`config.mk`:
```
export PLATFORM = sky130hd
export DESIGN_NAME = bfl_div
export DESIGN_NICKNAME = d
export VERILOG_FILES = /design/src/hw/rtl/block_run_free_list_allocator_macros.svh /design/src/hw/rtl/bfl_pkg.sv /design/src/hw/rtl/bfl_div.sv
export SDC_FILE = /design/constraint.sdc
export NUM_CORES = 1
export LEC_CHECK = 0
export ABC_AREA = 1
export CORE_UTILIZATION = 45
export CTS_CLUSTER_DIAMETER = 30
export DETAILED_ROUTE_END_ITERATION = 10
export DONT_BUFFER_PORTS = 1
export PLACE_DENSITY = 0.62
export SLEW_MARGIN = 40
export SYNTH_ARGS = -nofsm -noshare
export SYNTH_HDL_FRONTEND = slang
export SYNTH_SLANG_ARGS = --single-unit
```
`constraint.sdc`:
```
create_clock -name clk -period 4.2 [get_ports clk]
set_input_delay 0.21 -clock clk [delete_from_list [all_inputs] [get_ports clk]]
set_output_delay 0.21 -clock clk [all_outputs]
set_load 0.02 [all_outputs]
```
`src/hw/rtl/block_run_free_list_allocator_macros.svh`:
```
// Assertion macros used by the allocator top module.
`ifndef BLOCK_RUN_FREE_LIST_ALLOCATOR_MACROS_SVH
`define BLOCK_RUN_FREE_LIST_ALLOCATOR_MACROS_SVH

// Checks that a condition holds in the same cycle as its trigger.
`define BFL_ASSERT_NOW(label, ante, cons, msg) \
    label: assert property (@(posedge clk) disable iff (!rst_n) (ante) |-> (cons)) \
        else $error(msg);

// Checks that a condition holds in the cycle after its trigger.
`define BFL_ASSERT_NEXT(label, ante, cons, msg) \
    label: assert property (@(posedge clk) disable iff (!rst_n) (ante) |=> (cons)) \
        else $error(msg);

`endif

```
`src/hw/rtl/bfl_pkg.sv`:
```
`timescale 1ns / 1ps

package bfl_pkg;

    localparam int MAX_BLOCKS       = 1024;
    localparam int DESCRIPTOR_BYTES = 4;
    localparam int RUN_LIMIT        = 65535;

    localparam int IDX_W      = $clog2(MAX_BLOCKS);
    localparam int LINK_W     = $clog2(MAX_BLOCKS + 1);
    localparam int UNIT_W     = 16;
    localparam int REGION_W   = 32;
    localparam int COUNT_W    = 11;
    localparam int LEN_W      = 32;
    localparam int REL_W      = 10;
    localparam int TOTAL_W    = 32;
    localparam int CFG_IDX_W  = 2;
    localparam int CFG_DATA_W = 32;

    localparam int WIDE_W = (LINK_W > COUNT_W) ? LINK_W : COUNT_W;
    localparam int SUM_W  = ((WIDE_W > REL_W) ? WIDE_W : REL_W) + 1;
    localparam int CAP_W  = LINK_W + UNIT_W;
    localparam int DIV_W  = IDX_W + UNIT_W;
    localparam int K_W    = $clog2(IDX_W + 1);
    localparam int RUN_W  = LINK_W + 1;

    localparam logic KIND_ALLOC = 1'b0;
    localparam logic KIND_FREE  = 1'b1;

    localparam logic [CFG_IDX_W-1:0] CFG_UNIT   = 2'd0;
    localparam logic [CFG_IDX_W-1:0] CFG_REGION = 2'd1;
    localparam logic [CFG_IDX_W-1:0] CFG_COUNT  = 2'd2;

    localparam logic [UNIT_W-1:0]   UNIT_RESET   = 16'd16;
    localparam logic [REGION_W-1:0] REGION_RESET = 32'd16384;
    localparam logic [COUNT_W-1:0]  COUNT_RESET  = 11'd1024;

    typedef struct packed {
        logic             kind;
        logic [LEN_W-1:0] length_bytes;
        logic [REL_W-1:0] release_index;
    } req_t;

    typedef struct packed {
        logic               ok;
        logic [REL_W-1:0]   run_start;
        logic [TOTAL_W-1:0] bytes_in_use;
    } rsp_t;

    typedef struct packed {
        logic [UNIT_W-1:0]   unit_bytes;
        logic [REGION_W-1:0] region_bytes;
        logic [LINK_W-1:0]   eff_count;
    } cfg_t;

endpackage

```
`src/hw/rtl/bfl_div.sv`:
```
`timescale 1ns / 1ps

module bfl_div
    import bfl_pkg::*;
(
    input  logic              clk,
    input  logic              rst_n,
    input  logic              start,
    input  logic [DIV_W-1:0]  dividend,
    input  logic [UNIT_W-1:0] divisor,
    output logic              done,
    output logic [IDX_W-1:0]  quotient
);

    logic              busy_reg;
    logic              done_reg;
    logic [K_W-1:0]    k_reg;
    logic [DIV_W-1:0]  rem_reg;
    logic [IDX_W-1:0]  q_reg;
    logic [UNIT_W-1:0] dsr_reg;
    logic [DIV_W-1:0]  shifted;

    assign shifted  = DIV_W'(dsr_reg) << k_reg;
    assign done     = done_reg;
    assign quotient = q_reg;

    // Restoring division, one quotient bit per cycle from the top.
    always_ff @(posedge clk or negedge rst_n)
    begin
        if (!rst_n)
        begin
            busy_reg <= 1'b0;
            done_reg <= 1'b0;
            k_reg    <= '0;
        end
        else
        begin
            done_reg <= 1'b0;
            if (start)
            begin
                busy_reg <= 1'b1;
                k_reg    <= K_W'(IDX_W - 1);
            end
            else if (busy_reg)
            begin
                if (k_reg == '0)
                begin
                    busy_reg <= 1'b0;
                    done_reg <= 1'b1;
                end
                else
                begin
                    k_reg <= k_reg - K_W'(1);
                end
            end
        end
    end

    always_ff @(posedge clk)
    begin
        if (start)
        begin
            rem_reg <= dividend;
            q_reg   <= '0;
            dsr_reg <= divisor;
        end
        else if (busy_reg && (rem_reg >= shifted))
        begin
            rem_reg        <= rem_reg - shifted;
            q_reg[k_reg[K_W-1:0]] <= 1'b1;
        end
    end

endmodule

```
==> results.py <==
metrics = {
    "status": {
        "status": "finished clean",
    },
    "detailed_routing": {
        "avgViaCountPerCell": 5.32,
        "drt_iter0_markers": 305,
        "drtPass1Iterations": 5,
        "vias": 4551,
        "finalWirelength_mm": 13.3,
        "drc": 0,
        "antenna_left": 0,
        "avgRoutedWirePerCell_microns": 15.5,
    },
    "setup_path": {
        "cp.required_ns": 4.24,
        "slowest_delay_ns": 0.69,
        "slowest_stage": "dfrtp_1",
        "cp_max_fo": 19,
        "end_kind": "flip-flop",
        "r2r_slack_ns": 0.62,
        "r2r_start": "k_reg[2]",
        "cp_cell_sequence": "inv_2, nor2_1, inv_1, nor3_1, a21oi_1, ha_1, nand2_1, nor2_1, nand2_1, inv_1, nand4_2, nand3_2, nand2_1, nand2_1, buf_4",
        "cp-start-kind": "flip-flop",
        "reg2reg_depth": 15,
        "crit_path_frequent_cell": "nand2_1",
        "r2r-end": "rem_reg[5]",
        "critical_path_class": "flip-flop to flip-flop",
        "cp.arrival_ns": 3.62,
    },
    "worst_hold_path": {
        "hp-start": "dividend[21]",
        "whs_path_depth": 2,
        "hold_end": "rem_reg[21]",
        "hp-class": "input pin to flip-flop",
    },
    "placement": {
        "gp_congestion": 0.948,
        "port_buffers": 0,
        "place_hpwl_mm": 10.1,
    },
    "synth": {
        "postSynth.asyncResetShare": 0.103,
        "yosysWarnings": 0,
        "yosysSeqAreaShare": 0.330,
        "netlist_area_sq_mm": 0.00488,
        "synth_seq_cells": 58,
        "synth_top_area_frac": 0.258,
        "yosysTopAreaCell": "edfxtp_1",
        "synth_area_leaders": "edfxtp_1 26%, nand2_1 17%, ha_1 7.7%",
        "ys.flop_type": "edfxtp_1",
        "synth_cell_types": 43,
        "syn_area_per_cell_sq_um": 6.96,
        "synth_edf_count": 42,
        "syn_inst": 701,
        "syn-num-nets": 777,
    },
    "timing": {
        "drv_slew": 0,
        "fin_setup_tns_ns": 0,
        "fin_crit_ns": 3.58,
        "rsz0062_at_grt": "false",
        "slew_headroom": 0.570,
        "tightest_slew_ns": 0.645,
        "max_freq_ghz": 0.279,
        "fin_crit_sh": 0.852,
        "finalHoldViolCount": 0,
        "finalSetupViolCount": 0,
        "fin_skew_ns": 0.0125,
    },
    "clock_tree": {
        "clockBufferDepth": 2,
        "cts_max_level": 3,
        "clk_pin_slew_ns": 0.07,
        "cts_tree": "built",
        "clk_latency_ns": 0.35,
        "cts_sinks": 58,
        "root_buffer": "clkbuf_8",
        "cts_inserted_buffers": 9,
    },
    "cells_and_area": {
        "n_fill_cell": 1053,
        "final_common_cell": "nand2_1",
        "diodes": 0,
        "final_cell_mix": "216 x nand2_1, 84 x inv_1, 59 x o21ai_0, 51 x nor2_1, 42 x edfxtp_1",
        "syn2layout_area_growth_pct": 9.58,
        "drive_above_1_share": 0.107,
        "layout.nets": 791,
        "largest_register_ffs": 26,
    },
    "floorplanning": {
        "die-area_sq_mm": 0.0113,
        "fp.dieH_microns": 106,
        "num_io_pins": 56,
        "coreArea_sq_mm": 0.0104,
        "start_util": 0.469,
        "num_rows": 37,
        "die_x_microns": 106,
    },
    "global_route": {
        "grt_antenna_before_repair": 0,
        "grt_pass1_vias": 4346,
        "grt_max_degree": 36,
        "gr-total-overflow": 0,
        "grt_use_total": 0.252,
        "grt_pass1_wl_mm": 21.8,
    },
    "flow_run": {
        "drv_cap": 0,
    },
}
-- Yosys cell counts (all sizes together), types with 3 or more instances --
library cell and count:
nand2 226, inv 90, o21ai 70, nor2 58, a21oi 48, edfxtp 42
nand3 42, ha 30, buf 11, clkbuf 10, dfxtp 10, nand4 10
nor3 9, or2 8, dfrtp 6, a22oi 5, nand3b 5, o21bai 5
a21o 3
-- how the worst max path moves through the flow --
stage / start / to / slack [ns] / depth (start not counted)
finish: k_reg[2] / rem_reg[5] / 0.62 / 15
detailed placement: k_reg[2] / rem_reg[4] / 0.72 / 15
CTS: k_reg[2] / rem_reg[5] / 0.68 / 15
global placement: k_reg[0] / rem_reg[4] / 0.71 / 15
floorplan: k_reg[0] / rem_reg[0] / 0.81 / 16
global route: k_reg[2] / rem_reg[5] / 0.25 / 15
-- cells by family after synthesis --
kind of cell | after synthesis | share of synthesized area
simple gates | 358 | 0.327
compound gates | 137 | 0.160
buf+inv | 111 | 0.0910
flops | 58 | 0.330
fa+ha+maj | 31 | 0.0810
xor+xnor | 4 | 0.00718
mux | 2 | 0.00410
-- repair_timing --
item / CTS / global route
hold endpoints to repair: 49 / 0
hold buffers: 18 / 0
setup buffers: 0 / 0
resized for setup: 0 / 0
-- cell type report --
type | instances | area, sq um | share of cell area
flip-flops and latches | 58 | 1610 | 0.301
clock inverters | 5 | 27.5 | 0.00514
inverters | 90 | 338 | 0.0631
multi-input cells | 532 | 2830 | 0.528
clock buffers | 11 | 141 | 0.0264
well taps | 136 | 170 | 0.0318
repair buffers | 24 | 235 | 0.0440
-- critical path, delay by kind of cell (launching register included) --
kind                     cells  cell delay, ns
AO/OA/AOI/OAI                1            0.11
adder cells (fa/ha/maj)      1            0.42
buffers and inverters        4            0.80
flip-flops                   1            0.69
AND/OR/NAND/NOR              9            1.24
-- layer usage --
metal  wire [microns]  track usage  vias to the layer above
li1                 -            -                     2338
met2             5830        0.400                      161
met1             6430        0.350                     2038
met5                0            0                        -
met4              184       0.0734                        0
met3              812       0.0423                       14
-- through the flow --
step           cells  worst slack [ns]  utilization  hold WS [ns]  area [sq um]
2_1_floorplan    701             0.810            -       -0.0856          4880
3_3_place_gp     822             0.714        0.479       -0.0854          4990
3_5_place_dp     822             0.723        0.479       -0.0854          4990
4_1_cts          856             0.676        0.514        0.0317          5350
5_1_grt          856             0.245        0.514        0.0390          5350
6_report         856             0.620        0.514        0.0444          5350
Power is left out: the tool's default activity adds up to more than one toggle a clock period on the data nets, which glitch-free logic cannot reach.
