<file path="src/hw/rtl/block_run_free_list_allocator_macros.svh">
// Assertion macros used by the allocator top module.
`ifndef BLOCK_RUN_FREE_LIST_ALLOCATOR_MACROS_SVH
`define BLOCK_RUN_FREE_LIST_ALLOCATOR_MACROS_SVH

// Checks that a condition holds in the same cycle as its trigger.
`define BFL_ASSERT_NOW(label, ante, cons, msg) \
    label: assert property (@(posedge clk) disable iff (!rst_n) (ante) |-> (cons)) \
        else $error(msg);

// Checks that a condition holds in the cycle after its trigger.
`define BFL_ASSERT_NEXT(label, ante, cons, msg) \
    label: assert property (@(posedge clk) disable iff (!rst_n) (ante) |=> (cons)) \
        else $error(msg);

`endif

</file>
<file path="src/hw/rtl/bfl_ram.sv">
`timescale 1ns / 1ps

module bfl_ram #(
    parameter int WIDTH = 8,
    parameter int DEPTH = 16
) (
    input  logic                     clk,
    input  logic                     we,
    input  logic [$clog2(DEPTH)-1:0] waddr,
    input  logic [WIDTH-1:0]         wdata,
    input  logic [$clog2(DEPTH)-1:0] raddr,
    output logic [WIDTH-1:0]         rdata
);

    logic [WIDTH-1:0] mem [DEPTH];

    always_ff @(posedge clk)
    begin
        if (we)
        begin
            mem[waddr] <= wdata;
        end
        rdata <= mem[raddr];
    end

endmodule

</file>
<file path="config.mk">
export PLATFORM = sky130hd
export DESIGN_NAME = bfl_ram
export DESIGN_NICKNAME = d
export VERILOG_FILES = /design/src/hw/rtl/block_run_free_list_allocator_macros.svh /design/src/hw/rtl/bfl_ram.sv
export SDC_FILE = /design/constraint.sdc
export NUM_CORES = 1
export LEC_CHECK = 0
export BUFFER_PORTS_ARGS = -buffer_cell sky130_fd_sc_hd__buf_2
export CAP_MARGIN = 20
export CORE_UTILIZATION = 40
export DETAILED_ROUTE_END_ITERATION = 8
export PLACE_DENSITY = 0.58
export SLEW_MARGIN = 20
export SYNTH_ARGS = -nofsm -noshare
export SYNTH_HDL_FRONTEND = slang
export SYNTH_SLANG_ARGS = --single-unit
</file>
<file path="constraint.sdc">
create_clock -name clk -period 1.85 [get_ports clk]
set_clock_uncertainty 0.1 [all_clocks]
set_input_delay 0.185 -clock clk [delete_from_list [all_inputs] [get_ports clk]]
set_output_delay 0.185 -clock clk [all_outputs]
set_load 0.05 [all_outputs]
</file>
==> results.py, run 1 <==
metrics = {
    "outcome": {
        "outcome": "finished clean",
    },
    "sta": {
        "tightest_slew_ps": 395,
        "timing.slew.headroom": 0.737,
        "period_needed_ps": 1480,
        "rsz0062_at_grt": "false",
        "holdWs_ps": 56.8,
        "finalHoldViolations": 0,
        "setup_slack_ps": 374,
        "setup_viol": 0,
        "tns_ps": 0,
        "fmax_mhz": 678,
        "min_period_over_period": 0.798,
        "final-max-slew-violation-count": 0,
    },
    "global_routing": {
        "grt_pass1_vias": 2415,
        "antenna_found_initial": 1,
        "grtUsageTotal": 0.165,
        "grt_max_degree": 33,
        "grt_pass1_wl_mm": 15.0,
        "grt_overflow": 0,
    },
    "synth": {
        "synth_area_um2": 5150,
        "synth_top_cell_by_area": "edfxtp_1",
        "synth_common_cells": "128 x edfxtp_1, 18 x mux4_2, 16 x a22oi_1",
        "syn_inst": 229,
        "synth_edf_count": 128,
        "synth_cell_types": 19,
        "syn_nets": 247,
        "ys_seq_elements": 136,
        "synthTopCellsByArea": "edfxtp_1 75%, mux4_2 7.9%, mux4_1 7.1%",
        "async_flop_share": 0,
        "seq_area_frac_synth": 0.778,
        "ys_warn_count": 0,
        "avgSynthCellArea_um2": 22.5,
        "synth_most_common_cell": "edfxtp_1",
        "synthFlopType": "edfxtp_1",
        "synth.top_cell.area_share": 0.747,
    },
    "finish": {
        "multi_input_area_um2": 1060,
        "drive_gt1_frac": 0.331,
        "fin_nets": 307,
        "syn2layout_area_growth_pct": 20.9,
        "regArea_um2": 4000,
        "fillers": 996,
        "utilization": 0.495,
    },
    "power": {
        "seqPwrFrac": 0.480,
        "power_frac_comb": 0.055,
        "ir_worst_vdd_v": 0.000693,
        "p_switching_mw": 1.48,
        "switching_share": 0.205,
        "clkPwrFrac": 0.465,
        "leakagePower_nw": 2.12,
        "power_mw": 7.22,
        "powerDensity_nw_per_um2": 1160,
        "cellInternalPower_mw": 5.74,
    },
    "critical_path": {
        "crit_fanout": 1,
        "critPathKind": "register to register",
        "startpoint": "mem[2][1]",
        "cp_num_buf_inv": 0,
        "worstSetupEndpointType": "register",
        "path_delay_family": "multiplexers",
        "crit_chain": "mux4_1 > a22oi_1 > nand2_1",
        "cp-start-kind": "register",
        "r2r_start": "mem[2][1]",
        "crit_required_ps": 2040,
        "crit_arrival_ps": 1660,
        "critPathMaxStageDelay_ps": 500,
        "crit_path_top_delay_cell": "mux4_1",
        "rrSetupSlack_ps": 370,
    },
    "floorplanning": {
        "fp.dieW_um": 115,
        "rows": 41,
        "start_util": 0.410,
        "die-height_um": 115,
        "io_pins": 26,
        "dieArea_um2": 13300,
        "core_area_um2": 12600,
    },
    "route": {
        "routedWlPerCell_um": 20.6,
        "drt_pass1_iterations": 4,
        "route.detailed.drc": 0,
        "ant_nets": 0,
        "viasPerCell": 5.08,
        "drtIter0Drc": 209,
        "drt-total-wl_mm": 9.80,
        "vias": 2414,
    },
    "clock_network": {
        "cts_resized": 0,
        "clockRootBuffer": "clkbuf_16",
        "cts.sinks": 136,
        "numCtsBuffers": 17,
        "cts.htree.levels": 4,
        "path_clk_slew_ps": 60,
        "holdBufCountCts": 0,
        "clock_path_buffers": 2,
        "cts_tree": "yes",
        "cts_setup_buffers": 0,
        "clk_latency_ps": 410,
    },
    "min_path": {
        "hp-start": "wdata[5]",
        "hp-class": "input pin to register",
    },
    "placement": {
        "io_buffer_count": 25,
        "post-dp-hpwl_mm": 6.46,
        "gp_congestion": 0.715,
        "dpl_worst_slack_ps": 93.6,
    },
    "flow_run": {
        "drv_cap": 0,
    },
}
[placed cells by master, fill, tap and decap left out, drive strengths merged]
master and count:
a22oi 16, and2 1, and2b 1, buf 51
bufinv 3, clkbuf 20, clkinv 5, clkinvlp 4
dfxtp 8, diode 1, edfxtp 128, mux4 32
nand2 9, nand2b 2, nand3 1, nand3b 2
nor2 13, nor2b 1, nor3 4, or3b 1
[final cells by class]
cell class / count / share of cell area
Antenna cell: 1 / 0.000402
Clock buffer: 20 / 0.0718
Clock inverter: 12 / 0.0245
Multi-Input combinational cell: 83 / 0.170
Sequential cell: 136 / 0.643
Tap cell: 172 / 0.0346
Timing Repair Buffer: 51 / 0.0555
[routing by layer]
metal  share of wire  vias up  track usage
met5               0        -            0
met4           0.018        0       0.0814
met3           0.047       12       0.0471
met2            0.47       69        0.244
met1            0.47     1235        0.225
li1                -     1098            -
[final timing paths]
kind	endpoint	cells after the start
max reg2reg	rdata[1]	3
min	mem[5][5]	1
min reg2reg	rdata[2]	3
max	rdata[1]	3
[cell families after synthesis]
group                  share of synthesized area
flip-flops                                 0.778
multiplexers                               0.150
AO/OA/AOI/OAI                             0.0233
buffers and inverters                     0.0168
AND/OR/NAND/NOR                           0.0318
[stage by stage]
| step | instance area [um^2] | instances |
|---|---|---|
| after detailed placement | 5620 | 442 |
| after CTS | 6220 | 474 |
| after global routing | 6220 | 475 |
| after floorplan | 5150 | 229 |
| final | 6220 | 475 |
| after global placement | 5620 | 442 |
[worst register-to-register path, cell delays in order (launching register included)]
cell and delay (ps):
edfxtp_1 360, mux4_1 500, a22oi_1 270, nand2_1 120
[registers in the layout (all words and copies together) (netlist names)]
name and cells:
mem 128, rdata 8
[power groups by stage]
stage	clock network, mW	logic [mW]	registers (mW)
3_3_place_gp	0	0.397	3.53
3_5_place_dp	0	0.403	3.53
2_1_floorplan	0	0.175	3.60
4_1_cts	3.41	0.403	3.47
6_report	3.36	0.395	3.47
5_1_grt	3.54	0.428	3.47
(Power assumes the default switching activity.)
==> run 2, diff against run 1 <==
==> constraint.sdc (replaced) <==
create_clock -name clk -period 1.35 [get_ports clk]
set_clock_uncertainty 0.1 [all_clocks]
set_input_delay 0.135 -clock clk [delete_from_list [all_inputs] [get_ports clk]]
set_output_delay 0.135 -clock clk [all_outputs]
set_load 0.05 [all_outputs]
==> run 2 against run 1 <==
The flow now finishes with violations (negative setup slack). Total power is 35% higher. Largest cell class unchanged. Fmax up 9.1%. Core utilization is 1.3 points higher. Cell count rose by 1.1%. Highest routed layer unchanged. Critical endpoint is now rdata[6].
==> results.py, run 2 (synthesized netlist as in run 1, its figures left out) <==
metrics = {
    "global_routing": {
        "grt_pass1_vias": 2572,
        "grt_overflow": 0,
        "grt_pass1_wl_mm": 15.5,
        "antenna_found_initial": 0,
        "grt_max_degree": 17,
        "grtUsageTotal": 0.172,
    },
    "sta": {
        "finalHoldViolations": 0,
        "final-max-slew-violation-count": 0,
        "rsz0062_at_grt": "true",
        "tightest_slew_ps": 892,
        "period_needed_ps": 1350,
        "setup_slack_ps": -3.01,
        "min_period_over_period": 1.00,
        "timing.slew.headroom": 0.403,
        "setup_viol": 2,
        "fmax_mhz": 739,
    },
    "finish": {
        "top_regs": "mem (128), rdata (8)",
        "diodes": 0,
        "utilization": 0.508,
        "drive_gt1_frac": 0.445,
        "largest_reg_flops": 128,
        "stdcell_count": 480,
        "top_register": "mem",
        "fin_nets": 313,
        "final_cell_mix": "128 x edfxtp_1, 30 x mux4_2, 24 x buf_2",
        "syn2layout_area_growth_pct": 24.0,
        "final_common_cell": "edfxtp_1",
    },
    "route": {
        "route.detailed.drc": 0,
        "drtIter0Drc": 186,
        "viasPerCell": 5.09,
        "routedWlPerCell_um": 21.4,
        "drt_pass1_iterations": 4,
        "ant_nets": 0,
        "vias": 2444,
        "drt-total-wl_mm": 10.3,
    },
    "clock_network": {
        "clock_path_buffers": 2,
        "cts_setup_buffers": 0,
        "clockRootBuffer": "clkbuf_16",
        "cts.htree.levels": 4,
        "clk_latency_ps": 420,
        "cts.sinks": 136,
        "holdBufCountCts": 0,
        "path_clk_slew_ps": 60,
        "cts_tree": "yes",
        "numCtsBuffers": 17,
    },
    "floorplanning": {
        "core_area_um2": 12600,
        "die-height_um": 115,
        "start_util": 0.410,
        "rows": 41,
        "dieArea_um2": 13300,
        "io_pins": 26,
        "fp.dieW_um": 115,
    },
    "flow_run": {
        "drv_cap": 0,
    },
    "placement": {
        "dpl.cell_count": 448,
        "gp_congestion": 0.708,
        "io_buffer_count": 25,
        "post-dp-hpwl_mm": 6.78,
    },
    "critical_path": {
        "crit_required_ps": 1550,
        "crit_chain": "mux4_2 > a22oi_2 > nand2_1",
        "worstSetupEndpointType": "register",
        "critPathKind": "register to register",
        "r2r_start": "mem[11][6]",
        "r2r-end": "rdata[6]",
        "crit_fanout": 1,
        "critPathMaxStageDelay_ps": 490,
        "reg2reg_depth": 3,
        "crit_arrival_ps": 1550,
        "cp-start-kind": "register",
        "rrSetupSlack_ps": -3,
        "crit_path_top_delay_cell": "mux4_2",
    },
    "outcome": {
        "violations": "negative setup slack",
        "outcome": "finished with violations",
    },
    "power": {
        "powerDensity_nw_per_um2": 1530,
        "ir_worst_vdd_v": 0.000872,
        "leakagePower_nw": 2.13,
    },
    "min_path": {
        "holdPathStages": 1,
        "hp-start": "wdata[4]",
        "holdPathEnd": "mem[10][4]",
        "hp-class": "input pin to register",
    },
}
-- run 2: changes by cell type in the layout (fill, tap and decap cells not counted), sizes merged --
cell,previous run,this run
diode,1,0
bufinv,3,2
clkinvlp,4,3
clkinv,5,9
buf,51,56
clkbuf,20,19
-- run 2: worst max-delay path by stage --
stage / start / end / slack (ps) / depth (start not counted)
final: mem[11][6] / rdata[6] / -3 / 3
after global routing: mem[11][0] / rdata[0] / -60 / 3
after CTS: mem[1][4] / rdata[4] / -9 / 3
after detailed placement: raddr[0] / rdata[1] / -340 / 6
after global placement: raddr[0] / rdata[1] / -320 / 6
after floorplan: raddr[0] / rdata[1] / -20 / 5
-- run 2: worst max-delay path, delay by kind of cell, from the launching register on --
family / cells / cell delay (ps)
AND/OR/NAND/NOR: 1 / 70
multiplexers: 1 / 490
AO/OA/AOI/OAI: 1 / 210
flip-flops: 1 / 360
-- run 2: cell type report --
| cell class | instances | area (um^2) |
|---|---|---|
| Clock buffer | 18 | 429 |
| Multi-Input combinational cell | 83 | 1110 |
| Tap cell | 172 | 215 |
| Fill cell | 1004 | 6180 |
| Timing Repair Buffer | 57 | 493 |
| Sequential cell | 136 | 4000 |
| Clock inverter | 14 | 134 |
-- run 2: repair_timing --
action,in CTS,in global routing
gates cloned,0,0
endpoints found under the setup margin,7,9
pin swaps,5,4
resized for setup,13,13
-- run 2: layer usage --
layer | part of all wire | vias to the layer above | global-route usage
met5 | 0 | - | 0
met4 | 0.012 | 0 | 0.0727
met3 | 0.069 | 10 | 0.0497
met2 | 0.48 | 73 | 0.254
met1 | 0.44 | 1268 | 0.241
li1 | - | 1093 | -
-- run 2: power by group --
group          total [mW]  switching [mW]  internal (mW)
Sequential           4.76          0.0354           4.72
Clock                4.37            1.68           2.69
Combinational       0.625           0.371          0.255
Total                9.75            2.09           7.66
-- run 2: per-stage QoR --
step / setup TNS [ps] / hold slack, ps / area (um^2) / setup slack [ps] / power [mW]
after floorplan: -133 / 134 / 5190 / -21.5 / 5.17
after global placement: -3330 / 434 / 5800 / -318 / 5.43
after detailed placement: -3810 / 439 / 5800 / -341 / 5.44
after CTS: -14.4 / 1.33 / 6370 / -8.80 / 9.80
after global routing: -204 / 7.33 / 6380 / -57.8 / 10.0
final: -4.71 / 7.11 / 6380 / -3.01 / 9.75
