==> src/hw/rtl/block_run_free_list_allocator_macros.svh <==
// Assertion macros used by the allocator top module.
`ifndef BLOCK_RUN_FREE_LIST_ALLOCATOR_MACROS_SVH
`define BLOCK_RUN_FREE_LIST_ALLOCATOR_MACROS_SVH

// Checks that a condition holds in the same cycle as its trigger.
`define BFL_ASSERT_NOW(label, ante, cons, msg) \
    label: assert property (@(posedge clk) disable iff (!rst_n) (ante) |-> (cons)) \
        else $error(msg);

// Checks that a condition holds in the cycle after its trigger.
`define BFL_ASSERT_NEXT(label, ante, cons, msg) \
    label: assert property (@(posedge clk) disable iff (!rst_n) (ante) |=> (cons)) \
        else $error(msg);

`endif

==> src/hw/rtl/bfl_pkg.sv <==
`timescale 1ns / 1ps

package bfl_pkg;

    localparam int MAX_BLOCKS       = 1024;
    localparam int DESCRIPTOR_BYTES = 4;
    localparam int RUN_LIMIT        = 65535;

    localparam int IDX_W      = $clog2(MAX_BLOCKS);
    localparam int LINK_W     = $clog2(MAX_BLOCKS + 1);
    localparam int UNIT_W     = 16;
    localparam int REGION_W   = 32;
    localparam int COUNT_W    = 11;
    localparam int LEN_W      = 32;
    localparam int REL_W      = 10;
    localparam int TOTAL_W    = 32;
    localparam int CFG_IDX_W  = 2;
    localparam int CFG_DATA_W = 32;

    localparam int WIDE_W = (LINK_W > COUNT_W) ? LINK_W : COUNT_W;
    localparam int SUM_W  = ((WIDE_W > REL_W) ? WIDE_W : REL_W) + 1;
    localparam int CAP_W  = LINK_W + UNIT_W;
    localparam int DIV_W  = IDX_W + UNIT_W;
    localparam int K_W    = $clog2(IDX_W + 1);
    localparam int RUN_W  = LINK_W + 1;

    localparam logic KIND_ALLOC = 1'b0;
    localparam logic KIND_FREE  = 1'b1;

    localparam logic [CFG_IDX_W-1:0] CFG_UNIT   = 2'd0;
    localparam logic [CFG_IDX_W-1:0] CFG_REGION = 2'd1;
    localparam logic [CFG_IDX_W-1:0] CFG_COUNT  = 2'd2;

    localparam logic [UNIT_W-1:0]   UNIT_RESET   = 16'd16;
    localparam logic [REGION_W-1:0] REGION_RESET = 32'd16384;
    localparam logic [COUNT_W-1:0]  COUNT_RESET  = 11'd1024;

    typedef struct packed {
        logic             kind;
        logic [LEN_W-1:0] length_bytes;
        logic [REL_W-1:0] release_index;
    } req_t;

    typedef struct packed {
        logic               ok;
        logic [REL_W-1:0]   run_start;
        logic [TOTAL_W-1:0] bytes_in_use;
    } rsp_t;

    typedef struct packed {
        logic [UNIT_W-1:0]   unit_bytes;
        logic [REGION_W-1:0] region_bytes;
        logic [LINK_W-1:0]   eff_count;
    } cfg_t;

endpackage

==> src/hw/rtl/bfl_cfg.sv <==
`timescale 1ns / 1ps

module bfl_cfg
    import bfl_pkg::*;
(
    input  logic                  clk,
    input  logic                  rst_n,
    input  logic                  cfg_valid,
    output logic                  cfg_ready,
    input  logic [CFG_IDX_W-1:0]  cfg_index,
    input  logic [CFG_DATA_W-1:0] cfg_data,
    output cfg_t                  regs
);

    logic [UNIT_W-1:0]   unit_reg;
    logic [REGION_W-1:0] region_reg;
    logic [COUNT_W-1:0]  count_reg;

    assign cfg_ready = 1'b1;

    always_ff @(posedge clk or negedge rst_n)
    begin
        if (!rst_n)
        begin
            unit_reg   <= UNIT_RESET;
            region_reg <= REGION_RESET;
            count_reg  <= COUNT_RESET;
        end
        else if (cfg_valid && cfg_ready)
        begin
            unique case (cfg_index)
                CFG_UNIT:   unit_reg   <= cfg_data[UNIT_W-1:0];
                CFG_REGION: region_reg <= cfg_data[REGION_W-1:0];
                CFG_COUNT:  count_reg  <= cfg_data[COUNT_W-1:0];
                default:    ;
            endcase
        end
    end

    // The usable block count is capped at the size of the link memory.
    always_comb
    begin
        regs.unit_bytes   = unit_reg;
        regs.region_bytes = region_reg;
        if (SUM_W'(count_reg) < SUM_W'(MAX_BLOCKS))
        begin
            regs.eff_count = LINK_W'(count_reg);
        end
        else
        begin
            regs.eff_count = LINK_W'(MAX_BLOCKS);
        end
    end

endmodule

==> config.mk <==
export PLATFORM = sky130hd
export DESIGN_NAME = bfl_cfg
export DESIGN_NICKNAME = d
export VERILOG_FILES = /design/src/hw/rtl/block_run_free_list_allocator_macros.svh /design/src/hw/rtl/bfl_pkg.sv /design/src/hw/rtl/bfl_cfg.sv
export SDC_FILE = /design/constraint.sdc
export NUM_CORES = 1
export LEC_CHECK = 0
export BUFFER_PORTS_ARGS = -buffer_cell sky130_fd_sc_hd__buf_2
export CAP_MARGIN = 25
export CORE_ASPECT_RATIO = 1.4
export CORE_MARGIN = 2
export CORE_UTILIZATION = 47
export CTS_CLUSTER_SIZE = 24
export DETAILED_ROUTE_END_ITERATION = 12
export GPL_TIMING_DRIVEN = 0
export PLACE_DENSITY_LB_ADDON = 0.1
export RECOVER_POWER = 25
export SLEW_MARGIN = 25
export SYNTH_ARGS = -nofsm -noshare
export SYNTH_HDL_FRONTEND = slang
export SYNTH_SLANG_ARGS = --single-unit
==> constraint.sdc <==
create_clock -name clk -period 1.29 [get_ports clk]
set_clock_uncertainty 0.05 [all_clocks]
set_input_delay 0.0645 -clock clk [delete_from_list [all_inputs] [get_ports clk]]
set_output_delay 0.0645 -clock clk [all_outputs]
set_load 0.01 [all_outputs]
==> reports/results.ini, run 1 <==
[routing]
wl_met2_um=2450
met1_length_um=1940
route.vias.total=1612
drt-initial-drc-count=29
highest_layer=met4
drc=0
post_drt_wl_per_cell_um=13.6
via_per_inst=4.61
wl_um=4750
wl_met3_um=311
drt-pass1-iter-count=4
ant_nets=0

[die]
fp.coreArea_um2=4800
dieArea_um2=5510
die_x_um=63.3
initial_core_util_pct=48.2
die_y_um=87.0
num_rows=30
ios=97

[critical_path]
worst_ep_arrival_time_ps=1200
crit_path_max_incr_delay_ps=550
critPathBufInv=2
slowest_stage=dfstp_2
worstSetupPathType=flip-flop to output port
endpoint_kind=output port
reg2regPathDepth=2
cp_top_family=flip-flops
path_cells=clkbuf_8 -> nor2b_1 -> buf_2
crit_fanout=5
cp-start-kind=flip-flop
worstPathRequired_ps=1180
cp.depth=3
r2r_slack_ps=350

[cells_and_area]
syn2layout_area_growth_pct=46.0
drive_above_1_share_pct=61.5
fin_nets=318
largest_reg_flops=32
design_area_um2=3380
finalNonFillerCells=350
insertedDiodeCount=0
utilization_pct=70.3
final_common_cell=buf_2
final_cell_mix=buf_2, mux2_2, dfrtp_1

[power_and_ir_drop]
p_comb_share_pct=24.5
clockPowerShare_pct=28.0
swShare_pct=27.0
cellPowerDensity_nw_per_um2=1480
p_leak_nw=1.63
p_sw_mw=1.35
power.total_mw=5.00
power.internal_mw=3.64
ir_drop_mv=1.09
pwr-share-seq_pct=47.5

[synthesis]
yosysWarningCount=0
avgSynthCellArea_um2=16.5
synth_seq_cells=59
postSynthCellCount=140
syn_area_um2=2310
syn_nets=177
ys_types=13
ys_seq_area_share_pct=64.0

[worst_hold_path]
whs_path_depth=3
hold_path_class=input pin to flip-flop

[clock_tree]
clockRootBuffer=clkbuf_8
cts_sinks=59
clockBufferDepth=2
cts_tree=yes
clk_latency_ps=320
numCtsBuffers=9
path_clk_slew_ps=60
cts.htree.levels=3

[sta]
fmax_ghz=0.761
maxSlewHeadroom_pct=51.1
hold_viol=0
whs_ps=91.8
worst_pin_slew_ps=733
final-setup-viol-count=10
period_needed_ps=1310
rsz0062_at_grt=true
fin_crit_sh_pct=102
tns_ps=-148
drv_slew=0
fin_ws_ps=-24.0

[global_routing]
grt_pass1_vias=1734
antenna_found_initial=0
grt_max_degree=60
grt_pass1_wl_um=7690
gr-total-overflow=0
grt_use_total_pct=18.6

[flow_run]
cap_violations=0

[status]
violations=setup timing
outcome=complete, but fails checks

[placed_design]
port_buffers=95
place_ws_ps=-90.4
place_congestion=0.677
dpl_cell_area_um2=2870
place_inst=299
hpwl_um=3080

synthesized netlist by cell type, drive strengths merged:
| library cell | instances | share of area [%] |
|---|---|---|
| conb | 1 | 0.16 |
| buf | 7 | 2.6 |
| nor3b | 1 | 0.81 |
| mux2 | 59 | 29 |
| dfstp | 3 | 3.4 |
| nor2b | 10 | 2.7 |
| nand3b | 2 | 0.81 |
| dfrtp | 56 | 61 |
| clkbuf | 1 | 0.16 |
final timing paths:
kind / start / endpoint
setup / recovery: count_reg[10]$_DFFE_PN1P_ / regs[0]
hold / removal: cfg_valid / count_reg[10]$_DFFE_PN1P_
setup reg to reg: count_reg[10]$_DFFE_PN1P_ / count_reg[10]$_DFFE_PN1P_
hold reg to reg: count_reg[3]$_DFFE_PN0P_ / count_reg[3]$_DFFE_PN0P_
max in group asynchronous: rst_n / count_reg[1]$_DFFE_PN0P_
min in group asynchronous: rst_n / unit_reg[5]$_DFFE_PN0P_
routing by layer:
layer	up-vias	track usage, %
li1	770	-
met1	779	20.5
met2	58	32.2
met3	5	5.82
met4	0	9.49
met5	-	0
worst min-delay path, stage by stage:
cell	delay, ps
buf_2	110
nand3b_1	100
mux2_2	150
cell families after synthesis:
family	share of synthesized area (%)
and+or+nand+nor	4.33
muxes	28.7
buffers and inverters	2.81
DFF	64.0
other	0.162
power groups by stage:
stage,logic (mW),clock network [mW],registers (mW)
floorplan,0.463,0,2.54
finish,1.22,1.40,2.37
CTS,1.25,1.45,2.37
detailed placement,1.13,0,2.40
global route,1.33,1.51,2.42
global placement,1.12,0,2.39
final cells by class:
| class | instances | area [µm²] |
|---|---|---|
| flip-flops and latches | 59 | 1480 |
| fillers | 368 | 1430 |
| repair buffers | 130 | 828 |
| multi-input cells | 73 | 764 |
| clock buffers | 13 | 149 |
| well taps | 64 | 80.1 |
| plain buffers | 8 | 61.3 |
| clock inverters | 3 | 15.0 |
timing repair:
| action | in CTS | in global routing |
|---|---|---|
| resized for setup | 5 | 0 |
| buffers inserted | 1 | 0 |
| setup endpoints to repair | 10 | 11 |
| hold endpoints to repair | 115 | 0 |
| gates cloned | 1 | 0 |
| hold buffers | 33 | 0 |
(Power assumes the default switching activity.)
==> run 2, diff against run 1 <==
Settings changed: CORE_UTILIZATION 47 to 44, CTS_BUF_LIST set to sky130_fd_sc_hd__clkbuf_8.
Clock period 1.29 ns to 1.2 ns, I/O delays scaled along.
==> run 2 against run 1 <==
  * The flow still finishes with violations (setup timing)
  * Critical path depth unchanged
  * Non-clock buffer count is the same
  * Combinational power increased by 15%
  * Via count is 2.5% higher
==> reports/results.ini, run 2 (synthesis results as in run 1) <==
[routing]
ant_nets=0  ; unchanged
drc=0  ; unchanged
post_drt_wl_per_cell_um=14.6  ; +7.3%
drt-initial-drc-count=47  ; +62%
wl_um=5130  ; +7.9%
via_per_inst=4.70  ; +2.0%
drt-pass1-iter-count=2  ; -2
route.vias.total=1653  ; +2.5%

[critical_path]
reg2regPathDepth=2  ; unchanged
cp-start-kind=flip-flop
crit_fanout=3  ; -2
r2r-end=count_reg[10]$_DFFE_PN1P_
endpoint_kind=output port
crit_top_cell=buf_4
worst_ep_arrival_time_ps=1220  ; +20 ps
slowest_stage=dfstp_2
path_cells=buf_4 -> buf_4 -> buf_4
cp_top_family=flip-flops
worstPathRequired_ps=1090  ; -90 ps
crit_path_max_incr_delay_ps=570  ; +20 ps
r2r-start=count_reg[10]$_DFFE_PN1P_
critPathBufInv=3  ; +1
r2r_slack_ps=250  ; -100 ps
worstSetupPathType=flip-flop to output port

[die]
dieArea_um2=5860  ; +6.4%
ios=97  ; unchanged
initial_core_util_pct=45.2  ; -3.0 points
fp.coreArea_um2=5120  ; +6.6%
num_rows=31  ; +3.3%
die_y_um=89.8  ; +3.2%
die_x_um=65.3  ; +3.1%

[cells_and_area]
fillCellCount=416  ; +13%
syn2layout_area_growth_pct=50.5
final_cell_mix=buf_2, mux2_2, dfrtp_1
fin_nets=318  ; unchanged
drive_above_1_share_pct=63.3  ; +1.7 points
final_common_cell=buf_2
insertedDiodeCount=0  ; unchanged
utilization_pct=68.0  ; -2.3 points
finalNonFillerCells=352  ; +0.57%
largest_reg_flops=32  ; unchanged

[placed_design]
place_inst=301  ; +0.67%
port_buffers=95  ; unchanged
hpwl_um=3220  ; +4.6%
place_congestion=0.653  ; -3.5%

[worst_hold_path]
hold_end=count_reg[10]$_DFFE_PN1P_
hold_path_class=input pin to flip-flop
hp-start=cfg_valid
whs_path_depth=3  ; unchanged

[sta]
period_needed_ps=1330
final-setup-viol-count=11  ; +1
hold_viol=0  ; unchanged
maxSlewHeadroom_pct=51.7  ; +0.57 points
fin_ws_ps=-129  ; -105 ps
drv_slew=0  ; unchanged
fin_crit_sh_pct=111
whs_ps=89.9  ; -1.96 ps
worst_pin_slew_ps=724  ; -8.50 ps
rsz0062_at_grt=true
fmax_ghz=0.753

[clock_tree]
cts_tree=yes
clockRootBuffer=clkbuf_8
clockBufferDepth=2  ; unchanged
path_clk_slew_ps=60  ; about the same
numCtsBuffers=9  ; unchanged
clk_latency_ps=320  ; about the same
cts_sinks=59  ; unchanged
cts.htree.levels=3  ; unchanged

[power_and_ir_drop]
p_leak_nw=1.68  ; +3.3%
cellPowerDensity_nw_per_um2=1680  ; +14%
ir_drop_mv=1.12  ; +3.0%

[global_routing]
gr-total-overflow=0  ; unchanged
grt_pass1_vias=1757  ; +1.3%
grt_pass1_wl_um=8280  ; +7.7%
antenna_found_initial=0  ; unchanged
grt_max_degree=60  ; unchanged
grt_use_total_pct=18.9  ; +0.30 points

[status]
violations=setup timing
outcome=complete, but fails checks

[flow_run]
cap_violations=0  ; unchanged

==> run 2: power breakdown <==
| group | switching [mW] | internal (mW) | total (mW) |
|---|---|---|---|
| combinational | 0.606 | 0.790 | 1.40 |
| sequential | 0.187 | 2.38 | 2.57 |
| clock | 0.717 | 1.17 | 1.89 |
| total | 1.51 | 4.34 | 5.85 |
==> run 2: cell type report <==
type                            count  area [µm²]  share of cell area, %
Multi-Input combinational cell     73         790                   22.7
Tap cell                           66        82.6                   2.37
Timing Repair Buffer              130         848                   24.4
Sequential cell                    59        1480                   42.5
Buffer                              8        63.8                   1.83
Clock inverter                      3        37.5                   1.08
Clock buffer                       13         179                   5.14
==> run 2: timing repair <==
| action | CTS | global route |
|---|---|---|
| setup buffers | 1 | 0 |
| setup endpoints to repair | 10 | 11 |
| hold buffers | 33 | 0 |
| cloned | 1 | 0 |
| hold endpoints to repair | 115 | 0 |
| gates resized for setup | 7 | 7 |
| pin swaps | 0 | 0 |
==> run 2: metal layers <==
| metal | vias to the layer above | wire length (µm) | GRT usage (%) |
|---|---|---|---|
| li1 | 768 | - | - |
| met1 | 818 | 2010 | 20.4 |
| met3 | 6 | 307 | 6.38 |
| met5 | - | 0 | 0 |
| met2 | 61 | 2730 | 32.9 |
| met4 | 0 | 78 | 7.81 |
==> run 2: worst max-delay path by stage <==
stage | from | to | slack, ps | cells past startpoint
detailed placement | cfg_index[0] | unit_reg[12]$_DFFE_PN0P_ | -200 | 4
floorplan | count_reg[10]$_DFFE_PN1P_ | count_reg[10]$_DFFE_PN1P_ | 120 | 2
CTS | count_reg[10]$_DFFE_PN1P_ | regs[4] | -140 | 3
global route | count_reg[10]$_DFFE_PN1P_ | regs[10] | -180 | 3
finish | count_reg[10]$_DFFE_PN1P_ | regs[10] | -130 | 3
global placement | cfg_index[0] | unit_reg[8]$_DFFE_PN0P_ | -190 | 4
==> run 2: stage by stage <==
step	setup slack (ps)	TNS [ps]	power (mW)	cell area [µm²]
finish	-129	-1180	5.85	3480
global placement	-191	-9050	3.77	2870
CTS	-140	-1300	5.84	3470
detailed placement	-200	-2720	3.81	2870
floorplan	122	0	3.23	2310
global route	-176	-1730	6.13	3480
==> run 2: worst min-delay path, delay by kind of cell <==
family,cells,cell delay [ps]
muxes,1,160
and+or+nand+nor,1,110
buffers and inverters,1,110
